==> src/crp_pkg.sv <==
// ----------------------------------------------------------------------------
// crp_pkg - shared types and constants of the CAT reply parser and poller
// Item layouts, reply head codes, mode codes and default register values.
// ----------------------------------------------------------------------------
package crp_pkg;

  // default line buffer capacity, one more than the visible bytes kept
  localparam int unsigned LineCapDef = 128;

  localparam int unsigned CfgIdxW = 2;
  localparam int unsigned CfgDataW = 16;

  localparam logic [CfgDataW-1:0] PollIntervalRst = 16'd1000;
  localparam logic [CfgDataW-1:0] ReplyTimeoutRst = 16'd500;

  // characters of the protocol
  localparam logic [7:0] ChSemi = 8'h3B;
  localparam logic [7:0] ChNul  = 8'h00;
  localparam logic [7:0] Ch0    = 8'h30;
  localparam logic [7:0] Ch1    = 8'h31;
  localparam logic [7:0] Ch2    = 8'h32;
  localparam logic [7:0] Ch3    = 8'h33;
  localparam logic [7:0] Ch4    = 8'h34;
  localparam logic [7:0] Ch5    = 8'h35;
  localparam logic [7:0] Ch6    = 8'h36;
  localparam logic [7:0] Ch7    = 8'h37;
  localparam logic [7:0] Ch9    = 8'h39;
  localparam logic [7:0] ChA    = 8'h41;
  localparam logic [7:0] ChB    = 8'h42;
  localparam logic [7:0] ChC    = 8'h43;
  localparam logic [7:0] ChD    = 8'h44;
  localparam logic [7:0] ChF    = 8'h46;
  localparam logic [7:0] ChI    = 8'h49;
  localparam logic [7:0] ChM    = 8'h4D;
  localparam logic [7:0] ChP    = 8'h50;
  localparam logic [7:0] ChS    = 8'h53;
  localparam logic [7:0] ChT    = 8'h54;
  localparam logic [7:0] ChX    = 8'h58;

  // positions inside a reply
  localparam int unsigned PttCharIdx  = 28;
  localparam int unsigned IfDigitLast = 12;
  localparam int unsigned HeadLen     = 2;

  typedef enum logic [CfgIdxW-1:0] {
    CFG_POLL_INTERVAL = 2'd0,
    CFG_REPLY_TIMEOUT = 2'd1
  } cfg_idx_e;

  typedef enum logic {
    ACT_BYTE = 1'b0,
    ACT_TICK = 1'b1
  } action_e;

  typedef enum logic [1:0] {
    POLL_NONE = 2'd0,
    POLL_IF   = 2'd1,
    POLL_SM   = 2'd2
  } poll_cmd_e;

  typedef enum logic [3:0] {
    MODE_LSB     = 4'd0,
    MODE_USB     = 4'd1,
    MODE_AM      = 4'd2,
    MODE_CW      = 4'd3,
    MODE_RTTY    = 4'd4,
    MODE_FM      = 4'd5,
    MODE_CWR     = 4'd7,
    MODE_UNKNOWN = 4'd15
  } mode_e;

  typedef enum logic [2:0] {
    HEAD_FREQ,
    HEAD_MD,
    HEAD_TX,
    HEAD_SM,
    HEAD_PC,
    HEAD_IF,
    HEAD_ID,
    HEAD_OTHER
  } head_e;

  typedef struct packed {
    logic       action;
    logic [7:0] rx_byte;
  } in_item_t;

  typedef struct packed {
    logic [31:0] frequency;
    logic [3:0]  mode;
    logic        ptt;
    logic [31:0] smeter;
    logic [31:0] rf_power;
    logic        connected;
    logic        link_ok;
    logic [1:0]  poll_command;
    logic        waiting_reply;
    logic        frame_done;
  } out_item_t;

  // what the line assembler hands over when a reply closes
  typedef struct packed {
    head_e       head;
    logic        long_enough;
    logic        has_char28;
    logic        char28_one;
    logic [31:0] accum;
    logic [3:0]  mode;
    logic        tx_ptt;
  } line_info_t;

  function automatic logic [3:0] mode_code(input logic [7:0] c);
    logic [3:0] m;
    case (c)
      Ch1:     m = MODE_LSB;
      Ch2:     m = MODE_USB;
      Ch3:     m = MODE_CW;
      Ch4:     m = MODE_FM;
      Ch5:     m = MODE_AM;
      Ch6:     m = MODE_RTTY;
      Ch7:     m = MODE_CWR;
      default: m = MODE_UNKNOWN;
    endcase
    return m;
  endfunction

endpackage

==> src/cat_reply_parser_poller.sv <==
// ----------------------------------------------------------------------------
// cat_reply_parser_poller - CAT reply parser and poller
// Parses ';'-terminated two-letter replies and raises timed IF/SM polls.
// ----------------------------------------------------------------------------
// Each accepted item (a received byte or a millisecond tick) yields exactly one
// result item, registered in the cycle after acceptance. A new item is taken every
// cycle as long as the result register is empty or being emptied in the same
// cycle, so the sustained rate is one item per clock; the single result
// register is the only buffering. Configuration writes are always ready and
// take effect on the next item.
module cat_reply_parser_poller import crp_pkg::*; #(
  parameter int unsigned LINE_CAP = LineCapDef
) (
  input  logic                clk_i,
  input  logic                rst_ni,
  input  logic                in_valid_i,
  output logic                in_ready_o,
  input  in_item_t            in_item_i,
  output logic                out_valid_o,
  input  logic                out_ready_i,
  output out_item_t           out_item_o,
  input  logic                cfg_valid_i,
  output logic                cfg_ready_o,
  input  logic [CfgIdxW-1:0]  cfg_index_i,
  input  logic [CfgDataW-1:0] cfg_data_i
);

  logic [CfgDataW-1:0] poll_interval_q, reply_timeout_q;

  logic [31:0] now_q, now_d;
  logic [31:0] last_poll_q, last_poll_d;
  logic [31:0] last_rx_q, last_rx_d;
  logic [31:0] last_update_q, last_update_d;
  logic        poll_sel_q, poll_sel_d;
  logic        waiting_q, waiting_d;
  logic [31:0] freq_q, freq_d;
  logic [3:0]  mode_q, mode_d;
  logic        ptt_q, ptt_d;
  logic [31:0] smeter_q, smeter_d;
  logic [31:0] power_q, power_d;
  logic        connected_q, connected_d;

  logic      out_valid_q;
  out_item_t out_item_q, out_item_d;

  logic        accept;
  logic        is_byte;
  logic        is_term;
  logic [17:0] limit;
  logic [31:0] now_inc;
  logic        poll_fire;
  poll_cmd_e   poll_cmd;
  line_info_t  line_info;

  assign accept  = in_valid_i && in_ready_o;
  assign is_byte = (in_item_i.action == ACT_BYTE);
  assign is_term = is_byte && (in_item_i.rx_byte == ChSemi);

  assign in_ready_o  = !out_valid_q || out_ready_i;
  assign cfg_ready_o = 1'b1;

  crp_line #(
    .LINE_CAP (LINE_CAP)
  ) u_line (
    .clk_i       (clk_i),
    .rst_ni      (rst_ni),
    .byte_en_i   (accept && is_byte && !is_term),
    .finish_en_i (accept && is_term),
    .rx_byte_i   (in_item_i.rx_byte),
    .info_o      (line_info)
  );

  // three reply timeouts
  assign limit   = {2'b00, reply_timeout_q} + {1'b0, reply_timeout_q, 1'b0};
  assign now_inc = now_q + 32'd1;

  always_comb begin
    now_d         = now_q;
    last_poll_d   = last_poll_q;
    last_rx_d     = last_rx_q;
    last_update_d = last_update_q;
    poll_sel_d    = poll_sel_q;
    waiting_d     = waiting_q;
    freq_d        = freq_q;
    mode_d        = mode_q;
    ptt_d         = ptt_q;
    smeter_d      = smeter_q;
    power_d       = power_q;
    connected_d   = connected_q;
    poll_cmd      = POLL_NONE;
    poll_fire     = (now_inc - last_poll_q) >= {16'd0, poll_interval_q};

    if (!is_byte) begin
      now_d = now_inc;
      if (poll_fire) begin
        poll_cmd    = poll_sel_q ? POLL_SM : POLL_IF;
        poll_sel_d  = !poll_sel_q;
        last_poll_d = now_inc;
        waiting_d   = 1'b1;
      end
      if (waiting_d && ((now_inc - last_poll_d) > {16'd0, reply_timeout_q})) begin
        waiting_d = 1'b0;
      end
      if ((now_inc - last_rx_q) > {14'd0, limit}) begin
        connected_d = 1'b0;
      end
    end else if (is_term) begin
      waiting_d = 1'b0;
      if (line_info.long_enough) begin
        last_rx_d = now_q;
        case (line_info.head)
          HEAD_FREQ: begin
            freq_d        = line_info.accum;
            last_update_d = now_q;
          end
          HEAD_MD:   mode_d = line_info.mode;
          HEAD_TX:   ptt_d = line_info.tx_ptt;
          HEAD_SM:   smeter_d = line_info.accum;
          HEAD_PC:   power_d = line_info.accum;
          HEAD_IF: begin
            freq_d = line_info.accum;
            if (line_info.has_char28) ptt_d = line_info.char28_one;
            last_update_d = now_q;
            connected_d   = 1'b1;
          end
          HEAD_ID:   connected_d = 1'b1;
          default:   ;
        endcase
      end
    end

    out_item_d.frequency     = freq_d;
    out_item_d.mode          = mode_d;
    out_item_d.ptt           = ptt_d;
    out_item_d.smeter        = smeter_d;
    out_item_d.rf_power      = power_d;
    out_item_d.connected     = connected_d;
    out_item_d.link_ok       = connected_d && ((now_d - last_update_d) < {14'd0, limit});
    out_item_d.poll_command  = poll_cmd;
    out_item_d.waiting_reply = waiting_d;
    out_item_d.frame_done    = is_term;
  end

  always_ff @(posedge clk_i or negedge rst_ni) begin
    if (!rst_ni) begin
      poll_interval_q <= PollIntervalRst;
      reply_timeout_q <= ReplyTimeoutRst;
    end else if (cfg_valid_i && cfg_ready_o) begin
      case (cfg_index_i)
        CFG_POLL_INTERVAL: poll_interval_q <= cfg_data_i;
        CFG_REPLY_TIMEOUT: reply_timeout_q <= cfg_data_i;
        default:           ;
      endcase
    end
  end

  always_ff @(posedge clk_i or negedge rst_ni) begin
    if (!rst_ni) begin
      now_q         <= '0;
      last_poll_q   <= '0;
      last_rx_q     <= '0;
      last_update_q <= '0;
      poll_sel_q    <= 1'b0;
      waiting_q     <= 1'b0;
      freq_q        <= '0;
      mode_q        <= '0;
      ptt_q         <= 1'b0;
      smeter_q      <= '0;
      power_q       <= '0;
      connected_q   <= 1'b0;
    end else if (accept) begin
      now_q         <= now_d;
      last_poll_q   <= last_poll_d;
      last_rx_q     <= last_rx_d;
      last_update_q <= last_update_d;
      poll_sel_q    <= poll_sel_d;
      waiting_q     <= waiting_d;
      freq_q        <= freq_d;
      mode_q        <= mode_d;
      ptt_q         <= ptt_d;
      smeter_q      <= smeter_d;
      power_q       <= power_d;
      connected_q   <= connected_d;
    end
  end

  always_ff @(posedge clk_i or negedge rst_ni) begin
    if (!rst_ni) begin
      out_valid_q <= 1'b0;
    end else if (accept) begin
      out_valid_q <= 1'b1;
    end else if (out_ready_i) begin
      out_valid_q <= 1'b0;
    end
  end

  always_ff @(posedge clk_i) begin
    if (accept) begin
      out_item_q <= out_item_d;
    end
  end

  assign out_valid_o = out_valid_q;
  assign out_item_o  = out_item_q;

`ifndef NO_ASSERTIONS
  // a terminator closes the frame and ends any wait
  assert property (@(posedge clk_i) disable iff (!rst_ni)
    accept && is_term |=> out_valid_o && out_item_o.frame_done && !out_item_o.waiting_reply)
    else $error("terminator item did not close the frame");

  // a poll always starts a wait
  assert property (@(posedge clk_i) disable iff (!rst_ni)
    out_valid_o && (out_item_o.poll_command != POLL_NONE) |-> out_item_o.waiting_reply)
    else $error("poll raised without waiting for a reply");

  // link can only be good while connected
  assert property (@(posedge clk_i) disable iff (!rst_ni)
    out_valid_o && out_item_o.link_ok |-> out_item_o.connected)
    else $error("link_ok without connection");

  // polls come from ticks, frames from bytes
  assert property (@(posedge clk_i) disable iff (!rst_ni)
    out_valid_o && out_item_o.frame_done |-> (out_item_o.poll_command == POLL_NONE))
    else $error("poll and frame end in one item");

  // polls alternate between IF and SM
  assert property (@(posedge clk_i) disable iff (!rst_ni)
    accept && !is_byte && poll_fire |=> poll_sel_q != $past(poll_sel_q))
    else $error("poll selection did not alternate");
`endif

endmodule

==> src/crp_line.sv <==
// ----------------------------------------------------------------------------
// crp_line - reply line assembler
// Collects the bytes of one reply: head, third character, PTT character and
// the running decimal value, and decodes the head for the closing terminator.
// ----------------------------------------------------------------------------
module crp_line import crp_pkg::*; #(
  parameter int unsigned LINE_CAP = LineCapDef
) (
  input  logic       clk_i,
  input  logic       rst_ni,
  input  logic       byte_en_i,
  input  logic       finish_en_i,
  input  logic [7:0] rx_byte_i,
  output line_info_t info_o
);

  localparam int unsigned PosW = $clog2(LINE_CAP);

  logic [PosW-1:0] position_q, position_d;
  logic [7:0]      head_first_q, head_first_d;
  logic [7:0]      head_second_q, head_second_d;
  logic [7:0]      third_char_q, third_char_d;
  logic            char28_q, char28_d;
  logic            digits_live_q, digits_live_d;
  logic            hidden_q, hidden_d;
  logic [31:0]     accum_q, accum_d;

  logic        is_digit;
  logic        head_if;
  logic        in_window;
  logic [31:0] digit_val;

  assign is_digit  = (rx_byte_i >= Ch0) && (rx_byte_i <= Ch9);
  assign head_if   = (head_first_q == ChI) && (head_second_q == ChF);
  assign in_window = !(head_if && (position_q > PosW'(IfDigitLast)));
  assign digit_val = {24'd0, rx_byte_i - Ch0};

  always_comb begin
    position_d    = position_q;
    head_first_d  = head_first_q;
    head_second_d = head_second_q;
    third_char_d  = third_char_q;
    char28_d      = char28_q;
    digits_live_d = digits_live_q;
    hidden_d      = hidden_q;
    accum_d       = accum_q;
    if (finish_en_i) begin
      position_d    = '0;
      head_first_d  = '0;
      head_second_d = '0;
      third_char_d  = '0;
      char28_d      = 1'b0;
      digits_live_d = 1'b1;
      hidden_d      = 1'b0;
      accum_d       = '0;
    end else if (byte_en_i && !hidden_q && (position_q < PosW'(LINE_CAP - 1))) begin
      if (rx_byte_i == ChNul) begin
        // a zero byte hides the rest of the line
        hidden_d      = 1'b1;
        digits_live_d = 1'b0;
      end else begin
        if (position_q == PosW'(0)) head_first_d = rx_byte_i;
        if (position_q == PosW'(1)) head_second_d = rx_byte_i;
        if (position_q == PosW'(HeadLen)) third_char_d = rx_byte_i;
        if (position_q == PosW'(PttCharIdx)) char28_d = (rx_byte_i == Ch1);
        if ((position_q >= PosW'(HeadLen)) && digits_live_q) begin
          if (is_digit && in_window) begin
            accum_d = {accum_q[28:0], 3'b000} + {accum_q[30:0], 1'b0} + digit_val;
          end else begin
            digits_live_d = 1'b0;
          end
        end
        position_d = position_q + PosW'(1);
      end
    end
  end

  always_ff @(posedge clk_i or negedge rst_ni) begin
    if (!rst_ni) begin
      position_q    <= '0;
      head_first_q  <= '0;
      head_second_q <= '0;
      third_char_q  <= '0;
      char28_q      <= 1'b0;
      digits_live_q <= 1'b1;
      hidden_q      <= 1'b0;
      accum_q       <= '0;
    end else begin
      position_q    <= position_d;
      head_first_q  <= head_first_d;
      head_second_q <= head_second_d;
      third_char_q  <= third_char_d;
      char28_q      <= char28_d;
      digits_live_q <= digits_live_d;
      hidden_q      <= hidden_d;
      accum_q       <= accum_d;
    end
  end

  always_comb begin
    info_o.head = HEAD_OTHER;
    if (head_first_q == ChF && (head_second_q == ChA || head_second_q == ChB)) begin
      info_o.head = HEAD_FREQ;
    end else if (head_first_q == ChM && head_second_q == ChD) begin
      info_o.head = HEAD_MD;
    end else if (head_first_q == ChT && head_second_q == ChX) begin
      info_o.head = HEAD_TX;
    end else if (head_first_q == ChS && head_second_q == ChM) begin
      info_o.head = HEAD_SM;
    end else if (head_first_q == ChP && head_second_q == ChC) begin
      info_o.head = HEAD_PC;
    end else if (head_if) begin
      info_o.head = HEAD_IF;
    end else if (head_first_q == ChI && head_second_q == ChD) begin
      info_o.head = HEAD_ID;
    end
    info_o.long_enough = (position_q >= PosW'(HeadLen));
    info_o.has_char28  = (position_q > PosW'(PttCharIdx));
    info_o.char28_one  = char28_q;
    info_o.accum       = accum_q;
    info_o.mode        = mode_code(third_char_q);
    info_o.tx_ptt      = (third_char_q == Ch1) || (third_char_q == Ch2);
  end

endmodule
==> config.mk <==
export PLATFORM = sky130hd
export DESIGN_NAME = cat_reply_parser_poller
export DESIGN_NICKNAME = d
export VERILOG_FILES = /design/src/crp_pkg.sv /design/src/cat_reply_parser_poller.sv /design/src/crp_line.sv
export SDC_FILE = /design/constraint.sdc
export NUM_CORES = 1
export LEC_CHECK = 0
export BUFFER_PORTS_ARGS = -buffer_cell sky130_fd_sc_hd__buf_2
export CAP_MARGIN = 0
export CELL_PAD_IN_SITES_DETAIL_PLACEMENT = 0
export CELL_PAD_IN_SITES_GLOBAL_PLACEMENT = 1
export CORE_ASPECT_RATIO = 1.2
export CORE_MARGIN = 2
export CORE_UTILIZATION = 35
export CTS_BUF_LIST = sky130_fd_sc_hd__clkbuf_16
export DETAILED_ROUTE_END_ITERATION = 10
export HOLD_SLACK_MARGIN = 0.15
export PLACE_DENSITY_LB_ADDON = 0.1
export REMOVE_ABC_BUFFERS = 1
export SLEW_MARGIN = 15
export SYNTH_ARGS = -nofsm -noshare
export SYNTH_HDL_FRONTEND = slang
export SYNTH_SLANG_ARGS = --single-unit
export TNS_END_PERCENT = 30
==> constraint.sdc <==
create_clock -name clk_i -period 11.5 [get_ports clk_i]
set_input_delay 1.725 -clock clk_i [delete_from_list [all_inputs] [get_ports clk_i]]
set_output_delay 1.725 -clock clk_i [all_outputs]
set_load 0.02 [all_outputs]
==> results of run 1 <==
## final timing paths
path	to	slack, ns	depth (start not counted)
setup / recovery	out_item_o[1]	0.76	46
max in group asynchronous	freq_q[2]	8.05	3
hold reg to reg	smeter_q[29]	0.47	2
min in group asynchronous	freq_q[22]	1.12	1
setup reg to reg	out_item_o[1]	0.76	46
hold / removal	smeter_q[29]	0.47	2
## state kept, by name, indices dropped and copies added, names as in the netlist, 16 cells and up
signal,cells
power_q,32
now_q,32
last_poll_q,32
last_update_q,32
u_line.accum_q,32
poll_interval_q,16
out_item_o,107
reply_timeout_q,16
last_rx_q,32
freq_q,32
smeter_q,32
## power groups by stage
| stage | logic (W) | clock network, W | registers [W] |
|---|---|---|---|
| after floorplan | 0.00196 | 0 | 0.00185 |
| after global routing | 0.00315 | 0.00191 | 0.00185 |
| final | 0.00279 | 0.00179 | 0.00183 |
| after CTS | 0.00281 | 0.00186 | 0.00183 |
| after global placement | 0.00276 | 0 | 0.00185 |
| after detailed placement | 0.00279 | 0 | 0.00186 |
## what timing repair did
item | in CTS | in global routing
resized for setup | 0 | 4
hold endpoints to repair | 0 | 0
hold buffers | 0 | 0
endpoints found under the setup margin | 0 | 2
## cells in the mapped netlist, types with 7 or more instances
| master | number |
|---|---|
| sky130_fd_sc_hd__nand2_1 | 580 |
| sky130_fd_sc_hd__dfrtp_1 | 318 |
| sky130_fd_sc_hd__ha_1 | 268 |
| sky130_fd_sc_hd__o21ai_0 | 214 |
| sky130_fd_sc_hd__nor2_1 | 188 |
| sky130_fd_sc_hd__inv_1 | 174 |
| sky130_fd_sc_hd__a21oi_1 | 169 |
| sky130_fd_sc_hd__xnor2_1 | 139 |
| sky130_fd_sc_hd__mux2_2 | 114 |
| sky130_fd_sc_hd__nand3_1 | 111 |
| sky130_fd_sc_hd__edfxtp_1 | 107 |
| sky130_fd_sc_hd__clkbuf_1 | 98 |
| sky130_fd_sc_hd__mux2i_1 | 80 |
| sky130_fd_sc_hd__xor2_1 | 73 |
| sky130_fd_sc_hd__a21o_1 | 66 |
| sky130_fd_sc_hd__nand4_1 | 46 |
| sky130_fd_sc_hd__nor3_1 | 36 |
| sky130_fd_sc_hd__o21a_1 | 35 |
| sky130_fd_sc_hd__nand2b_1 | 28 |
| sky130_fd_sc_hd__buf_2 | 26 |
| sky130_fd_sc_hd__o21ai_1 | 25 |
| sky130_fd_sc_hd__and3_1 | 24 |
| sky130_fd_sc_hd__nor2b_1 | 24 |
| sky130_fd_sc_hd__a211oi_1 | 21 |
| sky130_fd_sc_hd__nor4_1 | 21 |
| sky130_fd_sc_hd__o21bai_1 | 19 |
| sky130_fd_sc_hd__o2111ai_1 | 18 |
| sky130_fd_sc_hd__o211ai_1 | 17 |
| sky130_fd_sc_hd__a31oi_1 | 16 |
| sky130_fd_sc_hd__and2_1 | 15 |
| sky130_fd_sc_hd__buf_1 | 13 |
| sky130_fd_sc_hd__dfstp_2 | 13 |
| sky130_fd_sc_hd__o31ai_1 | 13 |
| sky130_fd_sc_hd__or3_1 | 12 |
| sky130_fd_sc_hd__a211o_1 | 11 |
| sky130_fd_sc_hd__fa_1 | 11 |
| sky130_fd_sc_hd__o21ai_2 | 10 |
| sky130_fd_sc_hd__and4_1 | 8 |
| sky130_fd_sc_hd__nand3b_1 | 8 |
| sky130_fd_sc_hd__or4_1 | 8 |
| sky130_fd_sc_hd__a221oi_1 | 7 |
| sky130_fd_sc_hd__nor3b_1 | 7 |
## per-stage QoR
step                      utilization, %  area, µm²  power (W)  setup WS, ns
after floorplan                        -      29400    0.00381         0.889
after global placement              37.7      32100    0.00461         0.692
after detailed placement            37.7      32100    0.00464         0.511
after CTS                           39.9      34000    0.00650         0.459
after global routing                40.0      34000    0.00691        0.0425
final                               40.0      34000    0.00641         0.757
## worst reg2reg max path, delay by kind of cell (launching register included)
family / cells / cell delay (ns)
XOR/XNOR: 3 / 0.40
adder cells (fa/ha/maj): 5 / 1.51
buffers and inverters: 2 / 0.44
AND/OR/NAND/NOR: 18 / 4.05
multiplexers: 1 / 0.14
AO/OA/AOI/OAI: 17 / 3.61
flip-flops: 1 / 0.45
## routing by layer
| metal | global-route usage [%] | up-vias | wire [µm] | part of all wire [%] |
|---|---|---|---|---|
| met5 | 0 | - | 0 | 0 |
| met4 | 6.75 | 0 | 2980 | 3.4 |
| met3 | 2.04 | 149 | 2380 | 2.7 |
| met2 | 34.9 | 409 | 43400 | 50 |
| met1 | 24.7 | 11600 | 38600 | 44 |
| li1 | - | 11900 | - | - |
## area by class of cell
class	instances	share of cell area [%]
Inverter	176	1.97
Timing Repair Buffer	198	3.37
Clock buffer	55	4.05
Clock inverter	47	1.45
Multi-Input combinational cell	2550	51.1
Tap cell	1130	4.16
Sequential cell	438	33.9
## cells by family (layout without fill, tap and decap cells)
logic type | Yosys count | count (layout) | synth area share [%]
and+or+nand+nor | 1143 | 1143 | 17.2
AOI/OAI and AO/OA | 715 | 715 | 15.0
DFF | 438 | 438 | 38.3
buffers and inverters | 324 | 476 | 4.34
adders and majority gates | 279 | 279 | 11.9
xor gates and xnor gates | 212 | 212 | 6.17
muxes | 200 | 200 | 7.15
other | 1 | 1 | 0.0125
## cell usage in the layout (no fill, tap or decap), types with 15 or more instances in the layout
master	Yosys	routed
sky130_fd_sc_hd__o21a_1	35	35
sky130_fd_sc_hd__clkbuf_16	0	55
sky130_fd_sc_hd__xnor2_1	139	139
sky130_fd_sc_hd__o2111ai_1	18	17
sky130_fd_sc_hd__buf_2	26	139
sky130_fd_sc_hd__nor2_1	188	186
sky130_fd_sc_hd__o21ai_0	214	214
sky130_fd_sc_hd__o21bai_1	19	19
sky130_fd_sc_hd__mux2i_1	80	80
sky130_fd_sc_hd__ha_1	268	268
sky130_fd_sc_hd__xor2_1	73	72
sky130_fd_sc_hd__nor2b_1	24	24
sky130_fd_sc_hd__nand2_1	580	579
sky130_fd_sc_hd__a31oi_1	16	16
sky130_fd_sc_hd__and3_1	24	24
sky130_fd_sc_hd__nor4_1	21	19
sky130_fd_sc_hd__nor3_1	36	36
sky130_fd_sc_hd__o211ai_1	17	17
sky130_fd_sc_hd__edfxtp_1	107	107
sky130_fd_sc_hd__a211oi_1	21	21
sky130_fd_sc_hd__and2_1	15	15
sky130_fd_sc_hd__inv_1	174	188
sky130_fd_sc_hd__buf_4	5	58
sky130_fd_sc_hd__dfrtp_1	318	318
sky130_fd_sc_hd__nand2b_1	28	28
sky130_fd_sc_hd__o21ai_1	25	24
sky130_fd_sc_hd__nand3_1	111	111
sky130_fd_sc_hd__a21oi_1	169	167
sky130_fd_sc_hd__mux2_2	114	114
sky130_fd_sc_hd__a21o_1	66	66
sky130_fd_sc_hd__nand4_1	46	46
==> results.txt, run 1 <==
----------------------------------------------------
[Floorplan]
  Vertical die dimension ... 325 µm
  Count of boundary I/O pins ... 142
  Area of the die ... just under 90000 µm²
  Core Region ... 85100 µm²
  Chip Width ... 272 µm
  Count of standard-cell rows ... ~120
  Initial Util ... between 30% and 40%

[Power]
  Areal power density over the cells ... 189 nW/µm²
  Combinational share of power ... 43.5%
  Leak pwr ... 16.5 nW
  Switching part of the total ... 38.3%
  Reported net switching power ... 0.00246 W
  Clock network fraction of design power ... between 20% and 30%
  Sequential fraction of design power ... 28.5%
  VDD IR max ... 0.180 mV
  Pint ... 0.00395 W

[Clock network]
  Clock sink count ... 438
  Buffer depth of the longest clock path ... 3
  CTS buffer count ... 54
  Post-CTS setup buffer count ... 0
  Clock slew at reported path FFs ... 0.06 ns
  Clk_lat worst skew ... 0.64 ns
  Clock tree root buffer cell ... sky130_fd_sc_hd__clkbuf_16
  TritonCTS clock tree ... built
  CTS H-tree lvls ... 2

[Setup path]
  Worst Path Max Fanout ... 16
  Sort of element at the end of the critical path ... flip-flop
  Sum of buffers and inverters on the critical path ... 2
  Family with the most delay on the worst path ... simple AND/OR/NAND/NOR gates
  Library cell contributing the largest single delay on the critical path ... sky130_fd_sc_hd__or4_4
  Startpoint of the lowest-slack register-to-register path ... now_q[1]
  Largest stage delay on the critical path ... 0.63 ns
  Crit path launch ... now_q[1]
  Worst setup path class ... flip-flop to flip-flop
  Startpoint kind of the worst setup timing path ... flip-flop
  Library cell appearing most often on the critical path ... sky130_fd_sc_hd__ha_1
  Data arrival time of the critical path ... 11.22 ns
  Required time of the critical path ... ~12 ns

[Finish]
  Share of cells above drive strength 1 ... 12.9%
  Filler-free cell count of the finished design ... 4594
  Area taken by flip-flops and latches ... 11500 µm²
  Syn-to-layout area delta ... 12.9%
  Post-layout net count ... 3729
  Number of antenna cells inserted ... 0
  Total area of multi-input combinational cells ... 17400 µm²
  Filler cell count in the final layout ... 8537

[STA]
  Final-layout worst hold slack ... roughly 0.47 ns
  Achievable clock frequency ... 93.1 MHz
  Final period utilization ... 93.4%
  Number of max-slew violations in the final report ... 0
  Clock period minus worst slack ... 10.74 ns
  Measured slew at the worst slew-check pin ... 1.04 ns
  Clock skew after layout ... between 0.02 and 0.03 ns
  Tightest slew margin relative to the limit ... 28.7%
  Setup-failing EPs final ... 0
  Setup TNS ... 0 ns
  Final-report hold violation count ... 0
  Unrepaired setup endpoints after global routing ... no

[Place]
  Port-buffer cells ... 140
  Routability-driven placement congestion ratio ... 0.872
  Final HPWL DP ... 65.4 mm
  Placed Cells incl. Taps ... 4492

[Yosys]
  Post-synthesis register bit count ... 438
  Synth Instances ... 3312
  Post-synth design cell area ... 30100 µm²
  Synth Flop Type ... sky130_fd_sc_hd__dfrtp_1
  Number of enable-type register cells in the synthesized netlist ... 107
  Cell taking the most area after synthesis ... sky130_fd_sc_hd__dfrtp_1
  Yosys cell types ... 95
  Asr flop ratio synth ... between 70% and 80%
  Share of Yosys cell area claimed by the top area cell type ... 26.4%
  Biggest area contributors in the synthesized netlist ... sky130_fd_sc_hd__dfrtp_1 (26%), sky130_fd_sc_hd__ha_1 (11%), sky130_fd_sc_hd__edfxtp_1 (11%)
  Synth warn ... 0
  Sequential-to-total area share from yosys stat ... 38.3%
  Per-instance average area after synthesis ... 9.09 µm²

[Worst hold path]
  Beginning of the worst hold path ... smeter_q[29]
  Path class of the lowest-slack min-delay path ... flip-flop to flip-flop

[Global routing]
  Overall overflow remaining after global route ... 0
  Number of antenna violations at the first check in global routing ... 0
  Vias in the first global route ... 24.8k
  Pin count of the biggest net entering global routing ... 112
  Gr usage total ... 19.7%
  Global-route wire length before repair ... ~140 mm

[Status]
  Run status ... complete, no violations

[Route]
  Wire length per cell after detailed routing ... 19.0 µm
  Count of routing violations after the opening detailed-route iteration ... 1231
  Antenna Nets Post-Route ... 0
  DR DRC count ... 0
  Total number of vias ... between 20k and 25k
  First-pass DRT Iterations ... 7
  Total routed wirelength ... 87.3 mm
  Via-to-Cell Ratio ... 5.24

[Flow run]
  Number of max-cap violations ... 0

----------------------------------------------------
Note: power is estimated with default switching activity, not from simulation.
==> inputs of run 2 (changes only) <==
--- a/config.mk
+++ b/config.mk
@@ -15,7 +15,7 @@
 export CTS_BUF_LIST = sky130_fd_sc_hd__clkbuf_16
 export DETAILED_ROUTE_END_ITERATION = 10
 export HOLD_SLACK_MARGIN = 0.15
-export PLACE_DENSITY_LB_ADDON = 0.1
+export PLACE_DENSITY = 0.65
 export REMOVE_ABC_BUFFERS = 1
 export SLEW_MARGIN = 15
 export SYNTH_ARGS = -nofsm -noshare
==> results.txt, run 2 (synthesis gave the netlist of run 1 again) <==
----------------------------------------------------
[Setup path]
  Worst Path Max Fanout ... 16
  Library cell contributing the largest single delay on the critical path ... sky130_fd_sc_hd__or4_4
  Largest stage delay on the critical path ... 0.68 ns
  Worst setup path class ... flip-flop to flip-flop
  Crit path launch ... now_q[1]
  Startpoint of the lowest-slack register-to-register path ... now_q[1]
  Worst Reg-to-Reg Cells ... 48
  Library cell appearing most often on the critical path ... sky130_fd_sc_hd__ha_1
  Required time of the critical path ... about 12 ns
  Sort of element at the end of the critical path ... flip-flop
  Reg2reg setup slack ... 0.90 ns
  Startpoint kind of the worst setup timing path ... flip-flop
  Data arrival time of the critical path ... between 10 and 15 ns
  Worst Setup EP ... out_item_o[1]
  Terminus of the critical flop-to-flop path ... out_item_o[1]

[STA]
  Measured slew at the worst slew-check pin ... just over 0.9 ns
  Setup-failing EPs final ... 0
  Number of max-slew violations in the final report ... 0
  Clock skew after layout ... 0.0253 ns
  Setup TNS ... 0 ns
  Final-layout worst hold slack ... around 0.47 ns
  Final Worst Setup Slack ... approximately 0.90 ns
  Final period utilization ... 92.2%
  Clock period minus worst slack ... around 11 ns
  Achievable clock frequency ... 94.4 MHz
  Final-report hold violation count ... 0
  Tightest slew margin relative to the limit ... 37.7%
  Unrepaired setup endpoints after global routing ... no

[Finish]
  Most frequent standard cell in the layout excluding fill and tap cells ... sky130_fd_sc_hd__nand2_1
  Filler cell count in the final layout ... between 8k and 9k
  Share of cells above drive strength 1 ... 13.0%
  Number of antenna cells inserted ... 0
  Share of the core filled with cells in the final layout ... 39.7%
  Commonest non-fill, non-tap cells in the layout ... sky130_fd_sc_hd__nand2_1 (579), sky130_fd_sc_hd__dfrtp_1 (318), sky130_fd_sc_hd__ha_1 (267)
  Area taken by flip-flops and latches ... 11500 µm²
  Syn-to-layout area delta ... 12.2%
  Total area of multi-input combinational cells ... about 17000 µm²
  Filler-free cell count of the finished design ... 4585
  Post-layout net count ... 3723
  Max FFs per register ... 107

[Flow run]
  Number of max-cap violations ... 0

[Power]
  Leak pwr ... 16.4 nW
  VDD IR max ... 0.118 mV
  Areal power density over the cells ... around 180 nW/µm²

[Clock network]
  Clock tree root buffer cell ... sky130_fd_sc_hd__clkbuf_16
  CTS buffer count ... 51
  Clk_lat worst skew ... 0.63 ns
  TritonCTS clock tree ... built
  Post-CTS setup buffer count ... 0
  Clock sink count ... approximately 440
  CTS H-tree lvls ... 2
  Clock slew at reported path FFs ... approximately 0.060 ns
  Buffer depth of the longest clock path ... 3

[Route]
  Top Metal Used ... met4
  DR WL met3 ... 2.20 mm
  First-pass DRT Iterations ... 6
  Total routed wirelength ... roughly 81 mm
  Count of routing violations after the opening detailed-route iteration ... 1386
  Antenna Nets Post-Route ... 0
  Total number of vias ... 23.6k
  Wire length per cell after detailed routing ... 17.6 µm
  WL met2 ... 39.6 mm
  Via-to-Cell Ratio ... 5.15
  Routed length on met1 ... 36.6 mm
  DR DRC count ... 0

[Place]
  Placed Cells incl. Taps ... 4489
  Final HPWL DP ... approximately 60 mm
  Routability-driven placement congestion ratio ... 0.876
  Port-buffer cells ... 140
  Worst slack at placement ... about 0.34 ns

[Global routing]
  Global-route wire length before repair ... 130 mm
  Pin count of the biggest net entering global routing ... 135
  Gr usage total ... 18.3%
  Vias in the first global route ... 23.1k
  Overall overflow remaining after global route ... 0
  Number of antenna violations at the first check in global routing ... 1

[Floorplan]
  Vertical die dimension ... 325 µm
  Initial Util ... between 30% and 40%
  Chip Width ... 272 µm
  Core Region ... 85100 µm²
  Area of the die ... between 80000 and 90000 µm²
  Count of standard-cell rows ... 117
  Count of boundary I/O pins ... 142

[Status]
  Run status ... complete, no violations

[Worst hold path]
  Path class of the lowest-slack min-delay path ... flip-flop to flip-flop

----------------------------------------------------
## run 2: changes by cell type in the layout (fill, tap and decap cells not counted), moves of 2 or more
cell,previous run,this run
sky130_fd_sc_hd__clkbuf_16,55,52
sky130_fd_sc_hd__buf_4,58,54
sky130_fd_sc_hd__clkinv_2,7,11
sky130_fd_sc_hd__bufinv_16,9,4
sky130_fd_sc_hd__clkinv_4,1,4
sky130_fd_sc_hd__inv_1,188,180
sky130_fd_sc_hd__clkinvlp_4,4,6
## run 2: layout make-up
type,instances,area share [%]
clock inverter,44,1.09
sequential,438,34.1
inverter,176,1.98
timing repair buffer,195,3.36
tap,1130,4.19
clock buffer,52,3.85
multi-input combinational,2550,51.4
## run 2: worst min path at each step
stage	end	from	cells past startpoint	slack, ns
after floorplan	smeter_q[11]	smeter_q[11]	2	0.44
after global placement	freq_q[21]	freq_q[21]	2	0.45
after detailed placement	freq_q[7]	freq_q[7]	2	0.46
after CTS	freq_q[12]	freq_q[12]	2	0.47
after global routing	smeter_q[17]	smeter_q[17]	2	0.49
final	smeter_q[3]	smeter_q[3]	2	0.47
## run 2: timing repair
item                                    in CTS  in global routing
hold buffers                                 0                  0
gates resized for setup                      0                  7
endpoints found under the hold margin        0                  0
endpoints found under the setup margin       0                  2
## run 2: report_power, final
part           internal (W)  total [W]  switching [W]
logic               0.00116    0.00266        0.00151
clock network      0.000919    0.00163       0.000710
registers           0.00171    0.00183       0.000119
total               0.00379    0.00612        0.00234
## run 2: routing by layer
layer | global-route usage [%] | up-vias
met3 | 1.84 | 107
li1 | - | 11900
met2 | 31.5 | 349
met5 | 0 | -
met1 | 23.8 | 11200
met4 | 6.09 | 0
## run 2: critical path: cells and delay by family, from the launching register on
family / cells / cell delay, ns
XOR/XNOR: 3 / 0.51
AND/OR/NAND/NOR: 20 / 4.43
adder cells (fa/ha/maj): 6 / 1.78
AO/OA/AOI/OAI: 18 / 3.10
buffers and inverters: 1 / 0.15
flip-flops: 1 / 0.45
## run 2: per-stage QoR
stage / power (W) / area [µm²]
after global routing: 0.00664 / 33800
after global placement: 0.00451 / 32100
final: 0.00612 / 33800
after floorplan: 0.00381 / 29400
after detailed placement: 0.00452 / 32100
after CTS: 0.00620 / 33700
